$ cat config.mk
export PLATFORM = sky130hd
export DESIGN_NAME = mp3_frame_header_parser
export DESIGN_NICKNAME = d
export VERILOG_FILES = /design/src/rtl/mfhp_pkg.sv /design/src/rtl/mfhp_divider.sv /design/src/rtl/mp3_frame_header_parser.sv
export SDC_FILE = /design/constraint.sdc
export NUM_CORES = 1
export LEC_CHECK = 0
export BUFFER_PORTS_ARGS = -buffer_cell sky130_fd_sc_hd__buf_2
export CAP_MARGIN = 20
export CORE_ASPECT_RATIO = 1.4
export CORE_MARGIN = 2
export CORE_UTILIZATION = 59
export CTS_CLUSTER_DIAMETER = 120
export CTS_CLUSTER_SIZE = 12
export DETAILED_ROUTE_END_ITERATION = 10
export PLACE_DENSITY = 0.8
export SYNTH_ARGS = -nofsm -noshare
export SYNTH_HDL_FRONTEND = slang
export SYNTH_SLANG_ARGS = --single-unit
$ cat constraint.sdc
create_clock -name clock -period 3.28 [get_ports clock]
set_input_delay 0.164 -clock clock [delete_from_list [all_inputs] [get_ports clock]]
set_output_delay 0.164 -clock clock [all_outputs]
set_load 0.05 [all_outputs]
$ cat src/rtl/mfhp_pkg.sv
// shared types, constants and rate tables for the mp3 frame header parser
package mfhp_pkg;

   // result status codes
   typedef enum logic [2:0] {
      ST_OK      = 3'd0,
      ST_NOSYNC  = 3'd1,
      ST_VERSION = 3'd2,
      ST_LAYER   = 3'd3,
      ST_BITRATE = 3'd4,
      ST_RATE    = 3'd5,
      ST_TRUNC   = 3'd6
   } status_type;

   // parse phases
   typedef enum logic [1:0] {
      PH_SEARCH = 2'd0,
      PH_HAVE1  = 2'd1,
      PH_HAVE2  = 2'd2,
      PH_DONE   = 2'd3
   } phase_type;

   // header field codes
   localparam logic [1:0] VER_MPEG25   = 2'b00;
   localparam logic [1:0] VER_RESERVED = 2'b01;
   localparam logic [1:0] VER_MPEG2    = 2'b10;
   localparam logic [1:0] VER_MPEG1    = 2'b11;
   localparam logic [1:0] LAYER_III    = 2'b01;
   localparam logic [1:0] SIDX_RESERVED = 2'b11;
   localparam logic [1:0] MODE_MONO    = 2'b11;
   localparam logic [7:0] SYNC_BYTE    = 8'hFF;
   localparam logic [2:0] SYNC_TOP     = 3'b111;

   // widths of the block size division
   localparam int KbpsW = 9;
   localparam int DenW  = 16;
   localparam int NumW  = 26;
   localparam int QuotW = 12;
   localparam int CntW  = $clog2(NumW + 1);
   // numerator is kbps * 9 * 2^14 (147456 = 9 << 14)
   localparam int NumShift = 14;

   typedef logic [KbpsW-1:0] kbps_type;

   // kbit/s by bitrate index, zero marks an invalid index
   localparam kbps_type KBPS_V1 [16] = '{
      9'd0, 9'd32, 9'd40, 9'd48, 9'd56, 9'd64, 9'd80, 9'd96,
      9'd112, 9'd128, 9'd160, 9'd192, 9'd224, 9'd256, 9'd320, 9'd0 };
   localparam kbps_type KBPS_V2 [16] = '{
      9'd0, 9'd8, 9'd16, 9'd24, 9'd32, 9'd40, 9'd48, 9'd56,
      9'd64, 9'd80, 9'd96, 9'd112, 9'd128, 9'd144, 9'd160, 9'd0 };

   // bitrate lookup by version and index
   function automatic kbps_type kbps_lookup(input logic [1:0] version,
                                            input logic [3:0] idx);
      kbps_lookup = (version == VER_MPEG1) ? KBPS_V1[idx] : KBPS_V2[idx];
   endfunction

   // sampling rate lookup in hertz, zero for reserved codes
   function automatic logic [DenW-1:0] fs_lookup(input logic [1:0] version,
                                                 input logic [1:0] sidx);
      logic [DenW-1:0] fs;
      fs = '0;
      unique case (sidx)
         2'd0: begin
            unique case (version)
               VER_MPEG25: fs = 16'd11025;
               VER_MPEG2:  fs = 16'd22050;
               VER_MPEG1:  fs = 16'd44100;
               default:    fs = '0;
            endcase
         end
         2'd1: begin
            unique case (version)
               VER_MPEG25: fs = 16'd12000;
               VER_MPEG2:  fs = 16'd24000;
               VER_MPEG1:  fs = 16'd48000;
               default:    fs = '0;
            endcase
         end
         2'd2: begin
            unique case (version)
               VER_MPEG25: fs = 16'd8000;
               VER_MPEG2:  fs = 16'd16000;
               VER_MPEG1:  fs = 16'd32000;
               default:    fs = '0;
            endcase
         end
         default: fs = '0;
      endcase
      fs_lookup = fs;
   endfunction

endpackage

$ cat src/rtl/mfhp_divider.sv
// bit-serial restoring divider for the block size, one quotient bit per cycle
module mfhp_divider
   import mfhp_pkg::*;
(
   input  logic             clock,
   input  logic             reset,
   input  logic             start,
   input  logic [NumW-1:0]  numer,
   input  logic [DenW-1:0]  denom,
   output logic             done,
   output logic [QuotW-1:0] quotient
);

   logic             active_ff, active_in;
   logic             done_ff, done_in;
   logic [CntW-1:0]  cnt_ff, cnt_in;
   logic [NumW-1:0]  num_ff, num_in;
   logic [DenW-1:0]  den_ff, den_in;
   logic [DenW-1:0]  rem_ff, rem_in;
   logic [QuotW-1:0] quo_ff, quo_in;

   logic [DenW:0]    shifted;
   logic [DenW:0]    diff;
   logic             fits;

   // one trial subtraction per cycle
   always_comb begin
      shifted = {rem_ff, num_ff[NumW-1]};
      diff    = shifted - {1'b0, den_ff};
      fits    = (shifted >= {1'b0, den_ff});
   end

   // next values of the shift registers and counter
   always_comb begin
      active_in = active_ff;
      done_in   = 1'b0;
      cnt_in    = cnt_ff;
      num_in    = num_ff;
      den_in    = den_ff;
      rem_in    = rem_ff;
      quo_in    = quo_ff;
      if (start) begin
         active_in = 1'b1;
         cnt_in    = CntW'(NumW);
         num_in    = numer;
         den_in    = denom;
         rem_in    = '0;
         quo_in    = '0;
      end else if (active_ff) begin
         cnt_in = cnt_ff - 1'b1;
         num_in = {num_ff[NumW-2:0], 1'b0};
         rem_in = fits ? diff[DenW-1:0] : shifted[DenW-1:0];
         quo_in = {quo_ff[QuotW-2:0], fits};
         if (cnt_ff == CntW'(1)) begin
            active_in = 1'b0;
            done_in   = 1'b1;
         end
      end
   end

   // control registers
   always_ff @(posedge clock) begin
      if (reset) begin
         active_ff <= 1'b0;
         done_ff   <= 1'b0;
         cnt_ff    <= '0;
      end else begin
         active_ff <= active_in;
         done_ff   <= done_in;
         cnt_ff    <= cnt_in;
      end
   end

   // datapath registers
   always_ff @(posedge clock) begin
      num_ff <= num_in;
      den_ff <= den_in;
      rem_ff <= rem_in;
      quo_ff <= quo_in;
   end

   assign done     = done_ff;
   assign quotient = quo_ff;

endmodule

$ cat src/rtl/mp3_frame_header_parser.sv
// mp3 frame header parser top level: byte scanner, header checks, result register
//
// The req channel takes one buffer byte per transaction with a mark on the
// final byte. The block scans for the first frame sync, captures the header
// and gives exactly one rsp transaction per buffer: the decoded header, or
// the first failure found. Bytes after that result are ignored until the
// final byte of the buffer, which rearms the scanner.
// Throughput is one byte per cycle while scanning, unless the divider or a pending
// result holds req_ready low. Failures and end-of-buffer results are registered
// and appear in the cycle after the byte that caused them. A complete header
// starts the bit-serial block size divider; req_ready stays low until its done
// flag loads the result register. A pending result does not block bytes once
// the buffer is past its header; otherwise a new byte is taken only when the
// result register is free or drains in the same cycle, so a stalled receiver
// stalls the sender.
// Synchronous reset clears the scanner, the divider and the result register.
module mp3_frame_header_parser
   import mfhp_pkg::*;
(
   input  logic        clock,
   input  logic        reset,
   input  logic        req_valid,
   output logic        req_ready,
   input  logic [7:0]  req_data_byte,
   input  logic        req_last_byte,
   output logic        rsp_valid,
   input  logic        rsp_ready,
   output logic [2:0]  rsp_status,
   output logic [1:0]  rsp_channel_count,
   output logic [15:0] rsp_sample_rate,
   output logic [15:0] rsp_avg_bytes_per_sec,
   output logic [11:0] rsp_block_size
);

   phase_type        phase_ff, phase_in, step_phase;
   logic [7:0]       prev_byte_ff;
   logic             prev_valid_ff;
   logic [7:0]       hdr1_ff;
   logic [7:0]       hdr2_ff;
   logic             busy_ff;

   logic             rsp_valid_ff;
   status_type       rsp_status_ff;
   logic [1:0]       rsp_ch_ff;
   logic [DenW-1:0]  rsp_fs_ff;
   logic [15:0]      rsp_bps_ff;
   logic [QuotW-1:0] rsp_blk_ff;

   logic             accept;
   logic             sync_hit, ver_bad, layer_bad, br_bad, rate_bad;
   logic             fail_emit, eof_emit, res_emit, start_div;
   status_type       res_status;

   kbps_type         ok_kbps;
   logic [DenW-1:0]  ok_fs;
   logic [1:0]       ok_ch;
   logic [11:0]      kbps_x9;
   logic [NumW-1:0]  div_numer;
   logic             div_done;
   logic [QuotW-1:0] div_quot;

   // input handshake: after the header no result can come, so a pending one never blocks
   assign req_ready = !busy_ff && (!rsp_valid_ff || rsp_ready || phase_ff == PH_DONE);
   assign accept    = req_valid && req_ready;

   // header field checks on the incoming byte
   always_comb begin
      sync_hit  = prev_valid_ff && (prev_byte_ff == SYNC_BYTE)
                  && (req_data_byte[7:5] == SYNC_TOP);
      ver_bad   = (req_data_byte[4:3] == VER_RESERVED);
      layer_bad = (req_data_byte[2:1] != LAYER_III);
      br_bad    = (kbps_lookup(hdr1_ff[4:3], req_data_byte[7:4]) == '0);
      rate_bad  = (req_data_byte[3:2] == SIDX_RESERVED);
   end

   // next phase
   always_comb begin
      step_phase = phase_ff;
      unique case (phase_ff)
         PH_SEARCH: begin
            if (sync_hit) step_phase = (ver_bad || layer_bad) ? PH_DONE : PH_HAVE1;
         end
         PH_HAVE1: step_phase = (br_bad || rate_bad) ? PH_DONE : PH_HAVE2;
         PH_HAVE2: step_phase = PH_DONE;
         PH_DONE:  step_phase = PH_DONE;
         default:  step_phase = PH_SEARCH;
      endcase
      phase_in = phase_ff;
      if (accept) phase_in = req_last_byte ? PH_SEARCH : step_phase;
   end

   // result decoding for the current byte
   always_comb begin
      fail_emit  = 1'b0;
      start_div  = 1'b0;
      res_status = ST_OK;
      unique case (phase_ff)
         PH_SEARCH: begin
            priority if (sync_hit && ver_bad) begin
               fail_emit  = 1'b1;
               res_status = ST_VERSION;
            end else if (sync_hit && layer_bad) begin
               fail_emit  = 1'b1;
               res_status = ST_LAYER;
            end else begin
               fail_emit  = 1'b0;
            end
         end
         PH_HAVE1: begin
            priority if (br_bad) begin
               fail_emit  = 1'b1;
               res_status = ST_BITRATE;
            end else if (rate_bad) begin
               fail_emit  = 1'b1;
               res_status = ST_RATE;
            end else begin
               fail_emit  = 1'b0;
            end
         end
         PH_HAVE2: start_div = 1'b1;
         default:  start_div = 1'b0;
      endcase
      eof_emit = req_last_byte && !fail_emit && !start_div && (step_phase != PH_DONE);
      if (eof_emit) res_status = (step_phase == PH_SEARCH) ? ST_NOSYNC : ST_TRUNC;
      res_emit = fail_emit || eof_emit;
   end

   // decoded fields of a complete header
   always_comb begin
      ok_kbps   = kbps_lookup(hdr1_ff[4:3], hdr2_ff[7:4]);
      ok_fs     = fs_lookup(hdr1_ff[4:3], hdr2_ff[3:2]);
      ok_ch     = (req_data_byte[7:6] == MODE_MONO) ? 2'd1 : 2'd2;
      kbps_x9   = {ok_kbps, 3'b000} + {3'b000, ok_kbps};
      div_numer = {kbps_x9, {NumShift{1'b0}}};
   end

   // block size divider
   mfhp_divider u_divider (
      .clock    (clock),
      .reset    (reset),
      .start    (accept && start_div),
      .numer    (div_numer),
      .denom    (ok_fs),
      .done     (div_done),
      .quotient (div_quot)
   );

   // scanner and result control state
   always_ff @(posedge clock) begin
      if (reset) begin
         phase_ff      <= PH_SEARCH;
         prev_valid_ff <= 1'b0;
         busy_ff       <= 1'b0;
         rsp_valid_ff  <= 1'b0;
      end else begin
         phase_ff <= phase_in;
         if (accept) prev_valid_ff <= !req_last_byte;
         if ((accept && res_emit) || div_done) rsp_valid_ff <= 1'b1;
         else if (rsp_valid_ff && rsp_ready) rsp_valid_ff <= 1'b0;
         if (div_done) busy_ff <= 1'b0;
         else if (accept && start_div) busy_ff <= 1'b1;
      end
   end

   // byte history, header bytes and result payload
   always_ff @(posedge clock) begin
      if (accept) prev_byte_ff <= req_data_byte;
      if (accept && phase_ff == PH_SEARCH && sync_hit) hdr1_ff <= req_data_byte;
      if (accept && phase_ff == PH_HAVE1) hdr2_ff <= req_data_byte;
      if (accept && res_emit) begin
         rsp_status_ff <= res_status;
         rsp_ch_ff     <= '0;
         rsp_fs_ff     <= '0;
         rsp_bps_ff    <= '0;
         rsp_blk_ff    <= '0;
      end
      if (accept && start_div) begin
         rsp_status_ff <= ST_OK;
         rsp_ch_ff     <= ok_ch;
         rsp_fs_ff     <= ok_fs;
         rsp_bps_ff    <= {ok_kbps, 7'b0000000};
      end
      if (div_done) rsp_blk_ff <= div_quot;
   end

   assign rsp_valid             = rsp_valid_ff;
   assign rsp_status            = rsp_status_ff;
   assign rsp_channel_count     = rsp_ch_ff;
   assign rsp_sample_rate       = rsp_fs_ff;
   assign rsp_avg_bytes_per_sec = rsp_bps_ff;
   assign rsp_block_size        = rsp_blk_ff;

   // no byte is taken while the divider runs
   a_busy_blocks_req: assert property (@(posedge clock) disable iff (reset)
      busy_ff |-> !req_ready)
      else $error("byte accepted during block size division");

   // the result register stays empty while the divider runs
   a_busy_no_rsp: assert property (@(posedge clock) disable iff (reset)
      busy_ff |-> !rsp_valid_ff)
      else $error("result pending during block size division");

   // divider completion only for a started header
   a_done_when_busy: assert property (@(posedge clock) disable iff (reset)
      div_done |-> busy_ff)
      else $error("divider finished without a header");

   // a failure result carries zero fields
   a_fail_zero: assert property (@(posedge clock) disable iff (reset)
      (rsp_valid_ff && rsp_status_ff != ST_OK) |->
         (rsp_fs_ff == '0 && rsp_ch_ff == '0 && rsp_blk_ff == '0))
      else $error("failure result with nonzero fields");

endmodule
==> summary.md, run 1 <==
| Metric | Value |
|---|---|
| Async set-reset flop share out of synthesis | `0%` |
| Fin crit period | `3040 ps` |
| Vias per std cell | `5.76` |
| #FFs+latches synth | `116` |
| Final Max Tran Viols | `0` |
| Sequential Power Share | `42.7%` |
| Die Area | `11,200 um^2` |
| Family with the most delay on the worst path | `compound AO/OA/AOI/OAI gates` |
| Ys flop type | `edfxtp_1` |
| Max stage delay cell, worst path | `edfxtp_1` |
| Num rows | `43` |
| Clock power share | `46.8%` |
| Pin count of the biggest net entering global routing | `29` |
| Arrival time worst endpoint | `3180 ps` |
| Comb power frac | `10.5%` |
| Final worst-path setup slack | `243 ps` |
| Synth Area in Compound Gates | `13.8%` |
| Cell area power density | `556 nW/um^2` |
| Post-Synth Simple-Gate Area | `15.7%` |
| Pre-CTS setup slack | `306 ps` |
| FMAX | `329 MHz` |
| Sequential area share after synthesis | `50.1%` |
| Grt ovf | `0` |
| Initial drt markers | `299` |
| Antenna viol nets, final | `0` |
| GRT Total Usage | `24.1%` |
| CP Data Required Time | `3420 ps` |
| Via count | `4,533` |
| Layout fillers | `716` |
| Clock sink count | `116` |
| Post-route setup TNS | `0 ps` |
| Crit path cell chain | `inv_1 > ha_1 > nand2b_1 > and3_1 > o21ai_1 > inv_1 > ha_1 > a21o_1 > a21oi_1 > nor2_1 > nand2_1 > xnor2_1 > o21ai_1` |
| Placed Cells incl. Taps | `751` |
| Initial Util | `60.9%` |
| Chip height | `124 um` |
| Worst-margin pin slew | `656 ps` |
| CTS root buf | `clkbuf_16` |
| Ant. Diodes | `0` |
| Initial antenna violation count | `0` |
| Layout cell share with drive strength beyond 1 | `16.1%` |
| Clk_skew | `16.8 ps` |
| Fin Hold WS | `18.7 ps` |
| Largest family of logic cells by synthesized area | `simple AND/OR/NAND/NOR gates` |
| CP max FO | `5` |
| Final hold vios | `0` |
| Mux share of post-synthesis cell area | `3.51%` |
| Input/output buffers | `52` |
| Routability Congestion | `0.901` |
| Status | `completed` |
| Number of global-route vias before repair | `4,508` |
| Adder-cell share of the synthesized area | `8.05%` |
| Yosys cell types | `68` |
| Sw frac | `26.6%` |
| Avg Cell Area, Syn | `10.5 um^2` |
| Worst setup EP type | `flop` |
| WL final | `13.2 mm` |
| Switching power | `1.05 mW` |
| Hpwl dp | `9.23 mm` |
| YS warnings | `0` |
| Crit start category | `flop` |
| Core Region | `10,000 um^2` |
| Maximum vdd drop | `0.464 mV` |
| CTS tree | `done` |
| Final setup violation count | `0` |
| Detailed Routing Iterations Pass 1 | `5` |
| TritonCTS buffer count | `17` |
| Post-cts sizing count | `0` |
| EDFF count, synth | `73` |
| CTS H-tree depth | `4` |
| Max_cap viols | `0` |
| Tot Pwr | `3.93 mW` |
| Worst relative slew slack | `55.9%` |
| CP peak stage delay | `440 ps` |
| Top Ports | `64` |
| Final std cells w/o fill | `787` |
| Gate Count Post-Synth | `582` |
| Drt drc | `0` |
| Post-layout net count | `690` |
| WP buf/inv | `2` |
| Clk slew on worst S/H paths | `60 ps` |
| CP Class | `reg -> reg` |
| Die X-Extent | `89.9 um` |
| Final worst-path cycle share | `92.6%` |
| Clk_lat worst skew | `420 ps` |
| HP Class | `in -> reg` |
| Synth Cell Area | `6100 um^2` |
| Post-CTS setup buffer count | `0` |
| LEAKAGE | `2.94 nW` |
| Avg WL per Cell | `16.8 um` |
| Setup repair after global routing missed its margin | `false` |
| Area grow syn2layout | `16.1%` |
| Int Pwr | `2.89 mW` |
| Xor-xnor portion of the synthesized cell area | `3.02%` |
| First-pass GRT wire length | `21.4 mm` |
| Clock Tree Buf Depth | `2` |
==> cells in the final DEF (no fill, tap or decap), drive strengths merged, types with 8 or more instances in the layout <==
| cell type | n |
|---|---|
| xor2 | 12 |
| nor2b | 8 |
| o21ai | 35 |
| inv | 51 |
| xnor2 | 9 |
| clkbuf | 20 |
| a21oi | 29 |
| conb | 11 |
| edfxtp | 73 |
| dfxtp | 43 |
| nor3 | 16 |
| ha | 36 |
| mux2i | 18 |
| nand2 | 37 |
| buf | 62 |
| and2 | 31 |
| nor2 | 43 |
| nand2b | 11 |
==> Yosys cell counts (all sizes together) (4+ instances only) <==
cell	n	area, um^2
xor2	12	105
xnor2	9	78.8
a31oi	4	25.0
nor2b	8	50.1
o21ai	35	175
dfxtp	43	861
o21a	6	45.0
mux2i	18	180
nand4b	4	35.0
edfxtp	73	2190
o22ai	5	31.3
a21oi	29	149
nand2b	11	68.8
nand2	37	141
nor3	16	80.1
or2	4	25.0
and3	5	31.3
nor2	43	161
buf	20	139
a21o	7	52.6
inv	40	150
o31ai	7	52.6
o211ai	5	37.5
nand4	7	50.1
and2	31	194
clkbuf	17	63.8
a32oi	4	35.0
ha	36	450
a211oi	5	42.5
==> power by group through the flow <==
stage	combinational (mW)	clock [mW]	sequential (mW)
finish	0.413	1.84	1.68
CTS	0.410	1.86	1.68
global placement	0.391	0	1.70
global route	0.446	1.91	1.69
detailed placement	0.401	0	1.71
floorplan	0.252	0	1.77
==> state kept, by name (all words and copies together) (netlist names), 2 cells and up <==
register / flops
prev_byte_ff: 8
u_divider.num_ff: 9
rsp_block_size: 12
u_divider.cnt_ff: 5
hdr2_ff: 6
rsp_status: 3
u_divider.rem_ff: 16
hdr1_ff: 2
phase_ff: 2
u_divider.quotient: 12
rsp_channel_count: 2
rsp_avg_bytes_per_sec: 6
u_divider.den_ff: 14
rsp_sample_rate: 14
==> what timing repair did <==
| item | 4_1_cts | 5_1_grt |
|---|---|---|
| hold buffers | 3 | 0 |
| setup endpoints to repair | 0 | 0 |
| hold endpoints to repair | 4 | 0 |
==> cell families (layout without fill, tap and decap cells) <==
| family | Yosys count | after routing |
|---|---|---|
| buffers and inverters | 77 | 137 |
| xor gates and xnor gates | 21 | 21 |
| and+or+nand+nor | 182 | 182 |
| AOI/OAI and AO/OA | 127 | 127 |
| muxes | 20 | 20 |
| adders and majority gates | 38 | 38 |
| other | 1 | 11 |
| DFF | 116 | 116 |
==> per-layer routing <==
layer | wire length [um] | track usage, % | vias to the layer above
met5 | 0 | 0 | -
met3 | 632 | 4.60 | 21
li1 | - | - | 2179
met2 | 7160 | 43.5 | 140
met1 | 5170 | 27.3 | 2193
met4 | 265 | 11.4 | 0
==> area by class of cell <==
class | instances | area [um^2] | area share, %
sequential | 116 | 3050 | 43.1
multi-input combinational | 399 | 2730 | 38.5
clock buffer | 20 | 500 | 7.07
timing repair buffer | 65 | 382 | 5.39
tap | 135 | 169 | 2.39
inverter | 40 | 150 | 2.12
clock inverter | 12 | 97.6 | 1.38
==> path summary, 6_finish.rpt <==
kind	from	end	slack [ps]	depth (start not counted)
setup / recovery	hdr2_ff[4]	u_divider.num_ff[25]	240	13
hold / removal	req_data_byte[3]	hdr2_ff[3]	20	1
setup reg to reg	hdr2_ff[4]	u_divider.num_ff[25]	240	13
hold reg to reg	u_divider.rem_ff[15]	u_divider.rem_ff[15]	490	2
==> through the flow <==
step / instance area, um^2 / util, %
after floorplan: 6130 / -
after detailed placement: 6440 / 64.4
after global placement: 6440 / 64.4
after CTS: 7070 / 70.6
after global routing: 7080 / 70.7
final: 7080 / 70.7
(Power assumes the default switching activity.)
==> inputs of run 2 (changes only) <==
--- a/config.mk
+++ b/config.mk
@@ -9,11 +9,13 @@
 export CAP_MARGIN = 20
 export CORE_ASPECT_RATIO = 1.4
 export CORE_MARGIN = 2
-export CORE_UTILIZATION = 59
+export CORE_UTILIZATION = 60
 export CTS_CLUSTER_DIAMETER = 120
 export CTS_CLUSTER_SIZE = 12
 export DETAILED_ROUTE_END_ITERATION = 10
 export PLACE_DENSITY = 0.8
 export SYNTH_ARGS = -nofsm -noshare
 export SYNTH_HDL_FRONTEND = slang
+export SYNTH_HIERARCHICAL = 1
 export SYNTH_SLANG_ARGS = --single-unit
+export TNS_END_PERCENT = 20
==> run 2 against run 1 <==
Effect of this change:
- critical path type unchanged
- die area rose by 13%
- via count increased by 8.3%
- clock power barely moved
- first-iteration DRC count down 6.4%
- worst setup slack worse by 110 ps
- total power increased by 0.38%
- combinational power fell by 35%
- worst hold slack better by 18 ps
- wire length is 6.5% higher
- register-to-register slack worse by 110 ps
- sequential share of layout area increased by 2.0 points
- critical endpoint is now u_divider/num_ff[24]
- design area rose by 13%
==> summary.md, run 2 <==
| Metric | Value |
|---|---|
| Synth cell count leaders | `edfxtp_1, nor2_1, dfxtp_1 (was edfxtp_1, dfxtp_1, nor2_1)` |
| Post-synth top area share | `39.4% (was 36.0%)` |
| CP most frequent cell | `ha_1` |
| Gr busiest metal | `met2 (unchanged)` |
| Max stage delay cell, worst path | `ha_1 (was edfxtp_1)` |
| Maximum vdd drop | `0.448 mV (was 0.464 mV)` |
| Hpwl dp | `9.86 mm (was 9.23 mm)` |
| CP Class | `reg -> reg (unchanged)` |
| Worst-margin pin slew | `836 ps (was 656 ps)` |
| Worst setup EP type | `flop (unchanged)` |
| Initial drt markers | `280 (was 299)` |
| TritonCTS buffer count | `17 (unchanged)` |
| Core Region | `11,400 um^2 (was 10,000 um^2)` |
| Synth Cell Area | `7020 um^2 (was 6100 um^2)` |
| Most frequent cells in the layout | `edfxtp_1, nor2_1, buf_2 (was edfxtp_1, buf_2, nor2_1, dfxtp_1, inv_1)` |
| R2R depth | `10 (was 13)` |
| Grt ovf | `0 (unchanged)` |
| WL final | `14.1 mm (was 13.2 mm)` |
| CTS tree | `done (unchanged)` |
| Worst r2r src | `hdr1_ff[4] (was hdr2_ff[4])` |
| Async set-reset flop share out of synthesis | `0% (unchanged)` |
| Layout cell share with drive strength beyond 1 | `20.4% (was 16.1%)` |
| Top reg by flops | `u_divider/num_ff (was u_divider.rem_ff)` |
| LEAKAGE | `3.26 nW (was 2.94 nW)` |
| YS warnings | `6 (was 0)` |
| Critical Path Sink | `u_divider/num_ff[24] (was u_divider.num_ff[25])` |
| First-pass GRT wire length | `22.6 mm (was 21.4 mm)` |
| Drt drc | `0 (unchanged)` |
| Number of global-route vias before repair | `4,807 (was 4,508)` |
| Worst relative slew slack | `44.2% (was 55.9%)` |
| FMAX | `318 MHz (was 329 MHz)` |
| Status | `completed (unchanged)` |
| Final setup violation count | `0 (unchanged)` |
| Crit path cell chain | `ha_1 > nor2_1 > a211oi_1 > ha_1 > inv_1 > fa_1 > nor2b_1 > o21ai_1 > xnor2_1 > mux2_2 (was inv_1 > ha_1 > nand2b_1 > and3_1 > o21ai_1 > inv_1 > ha_1 > a21o_1 > a21oi_1 > nor2_1 > nand2_1 > xnor2_1 > o21ai_1)` |
| Setup repair after global routing missed its margin | `false (unchanged)` |
| FF-to-FF setup slack | `140 ps (was 240 ps)` |
| Ant. Diodes | `0 (unchanged)` |
| Met2 Usage GRT | `41.4% (was 43.5%)` |
| Vias per std cell | `5.71 (was 5.76)` |
| CTS H-tree depth | `4 (unchanged)` |
| Dominant cell by count in the synthesized netlist | `edfxtp_1 (unchanged)` |
| CP startpoint | `hdr1_ff[4] (was hdr2_ff[4])` |
| Pin count of the biggest net entering global routing | `32 (was 29)` |
| Clk slew on worst S/H paths | `60 ps (about the same)` |
| EDFF count, synth | `92 (was 73)` |
| Cell area power density | `492 nW/um^2 (was 556 nW/um^2)` |
| Clock Tree Buf Depth | `2 (unchanged)` |
| CP Data Required Time | `3440 ps (was 3420 ps)` |
| Top Ports | `64 (unchanged)` |
| Avg Cell Area, Syn | `11.2 um^2 (was 10.5 um^2)` |
| Clock sink count | `135 (was 116)` |
| Synth top area cells | `edfxtp_1, dfxtp_1, ha_1 (unchanged)` |
| Initial Util | `61.6% (was 60.9%)` |
| Sequential area share after synthesis | `51.6% (was 50.1%)` |
| Clk_skew | `10.5 ps (was 16.8 ps)` |
| Capturing point of the worst reg2reg path | `u_divider/num_ff[24] (was u_divider.num_ff[25])` |
| Initial antenna violation count | `0 (unchanged)` |
| Detailed Routing Iterations Pass 1 | `5 (unchanged)` |
| Avg WL per Cell | `16.4 um (was 16.8 um)` |
| Placed Area | `7430 um^2 (was 6440 um^2)` |
| CP peak stage delay | `520 ps (was 440 ps)` |
| Yosys cell types | `69 (was 68)` |
| CP max FO | `14 (was 5)` |
| Die X-Extent | `95.4 um (was 89.9 um)` |
| Post-route setup TNS | `0 ps (unchanged)` |
| Post-layout net count | `755 (was 690)` |
| Gate Count Post-Synth | `629 (was 582)` |
| Chip height | `132 um (was 124 um)` |
| Clk_lat worst skew | `410 ps (was 420 ps)` |
| Routability Congestion | `0.891 (was 0.901)` |
| Crit start category | `flop (unchanged)` |
| Final worst-path cycle share | `95.8% (was 92.6%)` |
| GRT met1 Usage | `26.4% (was 27.3%)` |
| Die Area | `12,600 um^2 (was 11,200 um^2)` |
| Post-route cell area | `8030 um^2 (was 7080 um^2)` |
| Final hold vios | `0 (unchanged)` |
| Final Max Tran Viols | `0 (unchanged)` |
| Met3 Use GR | `5.15% (was 4.60%)` |
| Post-CTS setup buffer count | `0 (unchanged)` |
| Input/output buffers | `52 (unchanged)` |
| CTS root buf | `clkbuf_16 (unchanged)` |
| Fin crit period | `3140 ps (was 3040 ps)` |
| Most common cell after layout, fill and taps aside | `edfxtp_1 (unchanged)` |
| Num rows | `46 (was 43)` |
| Ys flop type | `edfxtp_1 (unchanged)` |
| Yosys top cell by area | `edfxtp_1 (unchanged)` |
| Arrival time worst endpoint | `3300 ps (was 3180 ps)` |
| HP Class | `in -> reg (unchanged)` |
| Antenna viol nets, final | `0 (unchanged)` |
| Area grow syn2layout | `14.4% (was 16.1%)` |
| #FFs+latches synth | `135 (was 116)` |
| Via count | `4,907 (was 4,533)` |
| Regs by FF count | `u_divider/num_ff: 26 flops, u_divider/den_ff: 16 flops, u_divider/rem_ff: 16 flops` |
| GRT Total Usage | `23.2% (was 24.1%)` |
| Max_cap viols | `0 (unchanged)` |
| Max reg flops | `26 (was 16)` |
## run 2: cell types whose count changed in the layout (fill, tap and decap cells not counted), moves of 7 or more
cell,before,now
mux2_2,1,26
edfxtp_1,73,92
conb_1,11,29
nor2_1,43,57
and2_1,31,20
o21ai_0,27,16
xnor2_1,9,17
xor2_1,12,4
mux2i_1,18,25
## run 2: per-layer routing
layer,routed length (um),share of wire (%),vias up
met5,0,0,-
met4,306,2.2,0
met2,7610,54,167
met1,5540,39,2365
li1,-,-,2346
met3,634,4.5,29
## run 2: worst min-delay path by stage
stage / from / to / cells after the start
after global placement: req_data_byte[0] / prev_byte_ff[0] / 1
after global routing: req_data_byte[2] / prev_byte_ff[2] / 1
after CTS: req_data_byte[2] / prev_byte_ff[2] / 1
after floorplan: reset / rsp_valid / 1
after detailed placement: req_data_byte[0] / prev_byte_ff[0] / 1
final: req_data_byte[2] / prev_byte_ff[2] / 1
## run 2: report_power, final
part	switching, mW	internal, mW	total, mW
registers	0.0177	1.85	1.86
logic	0.197	0.0701	0.267
clock network	0.732	1.09	1.82
## run 2: what timing repair did
action	in CTS	in global routing
hold buffers	2	0
resized for setup	0	1
setup endpoints to repair	0	1
endpoints found under the hold margin	2	0
## run 2: final cells by class
| cell class | count | area (um^2) |
|---|---|---|
| Multi-Input combinational cell | 438 | 3110 |
| Tap cell | 144 | 180 |
| Clock inverter | 11 | 85.1 |
| Timing Repair Buffer | 66 | 370 |
| Fill cell | 818 | 3370 |
| Clock buffer | 21 | 493 |
| Sequential cell | 135 | 3620 |
| Inverter | 45 | 169 |
## run 2: cells by family after synthesis
family / Yosys count / synth area share (%)
xor+xnor: 21 / 2.62
other cells: 1 / 0.0534
fa+ha+maj: 39 / 7.17
mux: 52 / 8.06
simple gates: 195 / 14.8
flops: 135 / 51.6
compound gates: 102 / 10.0
buf+inv: 84 / 5.63
## run 2: per-stage QoR
stage               utilization [%]  hold WS (ps)  std cells  total power, mW  worst slack, ps
detailed placement             65.2           350        826             2.16              221
floorplan                         -           236        657             2.11              233
finish                         70.5          36.2        860             3.95              137
global placement               65.2           343        826             2.15              388
CTS                            70.4          13.6        860             3.97              175
global route                   70.5          31.2        860             4.06             67.3
## run 2: worst max-delay path, delay by kind of cell, from the launching register on
family          cells  cell delay [ps]
buf+inv             1               60
xor+xnor            1              120
compound gates      2              590
mux                 1              270
flops               1              430
fa+ha+maj           3             1190
simple gates        2              230
==> inputs of run 3 (changes only) <==
--- a/config.mk
+++ b/config.mk
@@ -5,10 +5,11 @@
 export SDC_FILE = /design/constraint.sdc
 export NUM_CORES = 1
 export LEC_CHECK = 0
+export ABC_AREA = 1
 export BUFFER_PORTS_ARGS = -buffer_cell sky130_fd_sc_hd__buf_2
 export CAP_MARGIN = 20
 export CORE_ASPECT_RATIO = 1.4
-export CORE_MARGIN = 2
+export CORE_MARGIN = 3
 export CORE_UTILIZATION = 60
 export CTS_CLUSTER_DIAMETER = 120
 export CTS_CLUSTER_SIZE = 12
==> run 3 against run 2 <==
Effect of this change:
- sequential share of layout area decreased by 2.6 points
- die area increased by 10%
- combinational power decreased by 4%
- area after synthesis increased by 6.5%
- largest cell class unchanged
- core utilization increased by 0.49 points
- worst setup slack improved by 300 ps
- design area increased by 6.0%
- count of clock-buffer cells in the layout decreased by 3
- non-clock buffer count decreased by 3
==> summary.md, run 3 <==
| Metric | Value |
|---|---|
| Clk_skew | `12.1 ps (was 10.5 ps)` |
| Initial Util | `62.3% (was 61.6%)` |
| CTS Hold Buffers Added | `4 (was 2)` |
| Synth Cell Area | `7480 um^2 (was 7020 um^2)` |
| Async set-reset flop share out of synthesis | `0% (unchanged)` |
| Crit start category | `flop (unchanged)` |
| CTS root buf | `clkbuf_16 (unchanged)` |
| Most common cell after layout, fill and taps aside | `nand2_1 (was edfxtp_1)` |
| EDFF count, synth | `92 (unchanged)` |
| Placed Cells incl. Taps | `1,130 (was 826)` |
| Hpwl dp | `11.3 mm (was 9.86 mm)` |
| Sw frac | `25.9% (was 24.0%)` |
| WP buf/inv | `2 (was 1)` |
| Core Region | `12,000 um^2 (was 11,400 um^2)` |
| Regs by FF count | `u_divider/num_ff: 26 flops, u_divider/den_ff: 16 flops, u_divider/rem_ff: 16 flops (unchanged)` |
| YS warnings | `6 (unchanged)` |
| Cell area power density | `466 nW/um^2 (was 492 nW/um^2)` |
| GRT Total Usage | `24.4% (was 23.2%)` |
| Max_cap viols | `0 (unchanged)` |
| Max reg flops | `26 (unchanged)` |
| Vias per std cell | `5.20 (was 5.71)` |
| CTS tree | `done (unchanged)` |
| Dominant cell by count in the synthesized netlist | `nand2_1 (was edfxtp_1)` |
| Initial drt markers | `273 (was 280)` |
| Worst setup EP type | `flop (unchanged)` |
| Num rows | `47 (was 46)` |
| Yosys top cell by area | `edfxtp_1 (unchanged)` |
| Routability Congestion | `0.969 (was 0.891)` |
| Crit path cell chain | `inv_1 > ha_1 > nor2_1 > o211ai_1 > o21ai_0 > ha_1 > inv_1 > fa_1 > nor2_1 > o21ai_0 > xor2_1 > nand2_1 > nand2_1 (was ha_1 > nor2_1 > a211oi_1 > ha_1 > inv_1 > fa_1 > nor2b_1 > o21ai_1 > xnor2_1 > mux2_2)` |
| Top reg by flops | `u_divider/num_ff (unchanged)` |
| First-pass GRT wire length | `26.9 mm (was 22.6 mm)` |
| Ys flop type | `edfxtp_1 (unchanged)` |
| WL final | `16.2 mm (was 14.1 mm)` |
| Detailed Routing Iterations Pass 1 | `8 (was 5)` |
| Number of global-route vias before repair | `5,903 (was 4,807)` |
| Via count | `6,064 (was 4,907)` |
| Die Area | `13,900 um^2 (was 12,600 um^2)` |
| Die X-Extent | `100 um (was 95.4 um)` |
| Maximum vdd drop | `0.364 mV (was 0.448 mV)` |
| Sequential Power Share | `47.3% (was 47.2%)` |
| Post-cts sizing count | `0 (unchanged)` |
| Input/output buffers | `52 (unchanged)` |
| Most frequent cells in the layout | `nand2_1, inv_1, edfxtp_1 (was edfxtp_1, nor2_1, buf_2)` |
| Clock power share | `46.3% (was 46.0%)` |
| Avg Cell Area, Syn | `8.07 um^2 (was 11.2 um^2)` |
| Setup repair after global routing missed its margin | `false (unchanged)` |
| Final worst-path setup slack | `437 ps (was 137 ps)` |
| Post-CTS setup buffer count | `0 (unchanged)` |
| Chip height | `138 um (was 132 um)` |
| Family with the most delay on the worst path | `adder cells (unchanged)` |
| Tot Pwr | `3.97 mW (was 3.95 mW)` |
| Fin crit period | `2840 ps (was 3140 ps)` |
| Initial antenna violation count | `0 (unchanged)` |
| Post-synth top area share | `36.9% (was 39.4%)` |
| Final worst-path cycle share | `86.7% (was 95.8%)` |
| FMAX | `352 MHz (was 318 MHz)` |
| LEAKAGE | `4.34 nW (was 3.26 nW)` |
| Sequential area share after synthesis | `48.5% (was 51.6%)` |
| HP Class | `in -> reg (unchanged)` |
| TritonCTS buffer count | `17 (unchanged)` |
| CP peak stage delay | `400 ps (was 520 ps)` |
| Clock Tree Buf Depth | `2 (unchanged)` |
| #FFs+latches synth | `135 (unchanged)` |
| Worst relative slew slack | `56.1% (was 44.2%)` |
| Drt drc | `0 (unchanged)` |
| Pin count of the biggest net entering global routing | `39 (was 32)` |
| Antenna viol nets, final | `0 (unchanged)` |
| Clk_lat worst skew | `420 ps (was 410 ps)` |
| Final hold vios | `0 (unchanged)` |
| Grt ovf | `0 (unchanged)` |
| Comb power frac | `6.4% (was 6.8%)` |
| Top Ports | `64 (unchanged)` |
| Final core utilization | `70.9% (was 70.5%)` |
| CP max FO | `5 (was 14)` |
| Area grow syn2layout | `13.8% (was 14.4%)` |
| CP Data Required Time | `3460 ps (was 3440 ps)` |
| Gate Count Post-Synth | `926 (was 629)` |
| Final std cells w/o fill | `1,166 (was 860)` |
| Layout cell share with drive strength beyond 1 | `12.6% (was 20.4%)` |
| CTS H-tree depth | `4 (unchanged)` |
| Clk slew on worst S/H paths | `70 ps (was 60 ps)` |
| Avg WL per Cell | `13.9 um (was 16.4 um)` |
| Int Pwr | `2.94 mW (was 3.00 mW)` |
| Final Max Tran Viols | `0 (unchanged)` |
| Worst-margin pin slew | `656 ps (was 836 ps)` |
| Switching power | `1.03 mW (was 0.947 mW)` |
| Pre-CTS setup slack | `470 ps (was 221 ps)` |
| Final setup violation count | `0 (unchanged)` |
| Synth top area cells | `edfxtp_1, nand2_1, dfxtp_1 (was edfxtp_1, dfxtp_1, ha_1)` |
| Status | `completed (unchanged)` |
| Ant. Diodes | `0 (unchanged)` |
| Arrival time worst endpoint | `3030 ps (was 3300 ps)` |
| Post-layout net count | `1,058 (was 755)` |
| Layout fillers | `929 (was 818)` |
| Post-route setup TNS | `0 ps (unchanged)` |
| Max stage delay cell, worst path | `edfxtp_1 (was ha_1)` |
| Synth cell count leaders | `nand2_1, inv_1, edfxtp_1 (was edfxtp_1, nor2_1, dfxtp_1)` |
| Yosys cell types | `43 (was 69)` |
| Clock sink count | `135 (unchanged)` |
| CP Class | `reg -> reg (unchanged)` |
run 3: changes by cell type after synthesis, sizes merged, moves of 11 or more:
cell / before / now
nand2: 38 / 322
inv: 45 / 161
nand3: 5 / 57
mux2: 26 / 0
mux2i: 25 / 0
nor2: 58 / 78
and2: 20 / 2
xnor2: 17 / 2
nand2b: 14 / 0
and3: 11 / 0
run 3: per-stage QoR:
| step | instance area (um^2) | hold slack [ps] |
|---|---|---|
| 6_report | 8510 | 29.9 |
| 5_1_grt | 8510 | 33.1 |
| 4_1_cts | 8510 | 20.4 |
| 3_5_place_dp | 7900 | 345 |
| 3_3_place_gp | 7900 | 349 |
| 2_1_floorplan | 7580 | 233 |
run 3: area by class of cell:
type / instances / area (um^2) / area share [%]
multi-input combinational: 628 / 3170 / 37.3
sequential: 135 / 3620 / 42.6
inverter: 161 / 607 / 7.13
timing repair buffer: 63 / 353 / 4.15
clock buffer: 18 / 439 / 5.16
clock inverter: 14 / 130 / 1.53
tap: 147 / 184 / 2.16
run 3: logic make-up (layout without fill, tap and decap cells):
kind of cell	Yosys count	in the layout	share of synthesized area, %
AOI/OAI and AO/OA	60	60	4.70
and+or+nand+nor	489	489	28.3
buffers and inverters	191	256	10.5
other	1	29	0.0502
adders and majority gates	39	39	6.73
xor gates and xnor gates	11	11	1.29
DFF	135	135	48.5
run 3: power by group through the flow:
| stage | clock, mW | combinational, mW | sequential (mW) |
|---|---|---|---|
| final | 1.84 | 0.255 | 1.88 |
| after global routing | 1.95 | 0.276 | 1.88 |
| after floorplan | 0 | 0.127 | 1.98 |
| after global placement | 0 | 0.245 | 1.91 |
| after detailed placement | 0 | 0.249 | 1.91 |
| after CTS | 1.86 | 0.255 | 1.88 |
run 3: layer usage:
metal,routed length [um],track usage (%),up-vias
met5,0,0,-
met4,422,10.5,0
met3,771,4.64,39
met2,8780,44.2,187
met1,6250,27.4,2790
li1,-,-,3048
run 3: worst paths after layout:
path	start	end	slack, ps	depth (start not counted)
setup / recovery	hdr2_ff[4]	u_divider/num_ff[24]	440	13
hold / removal	req_data_byte[5]	hdr2_ff[5]	30	1
setup reg to reg	hdr2_ff[4]	u_divider/num_ff[24]	440	13
hold reg to reg	prev_valid_ff	prev_valid_ff	480	2
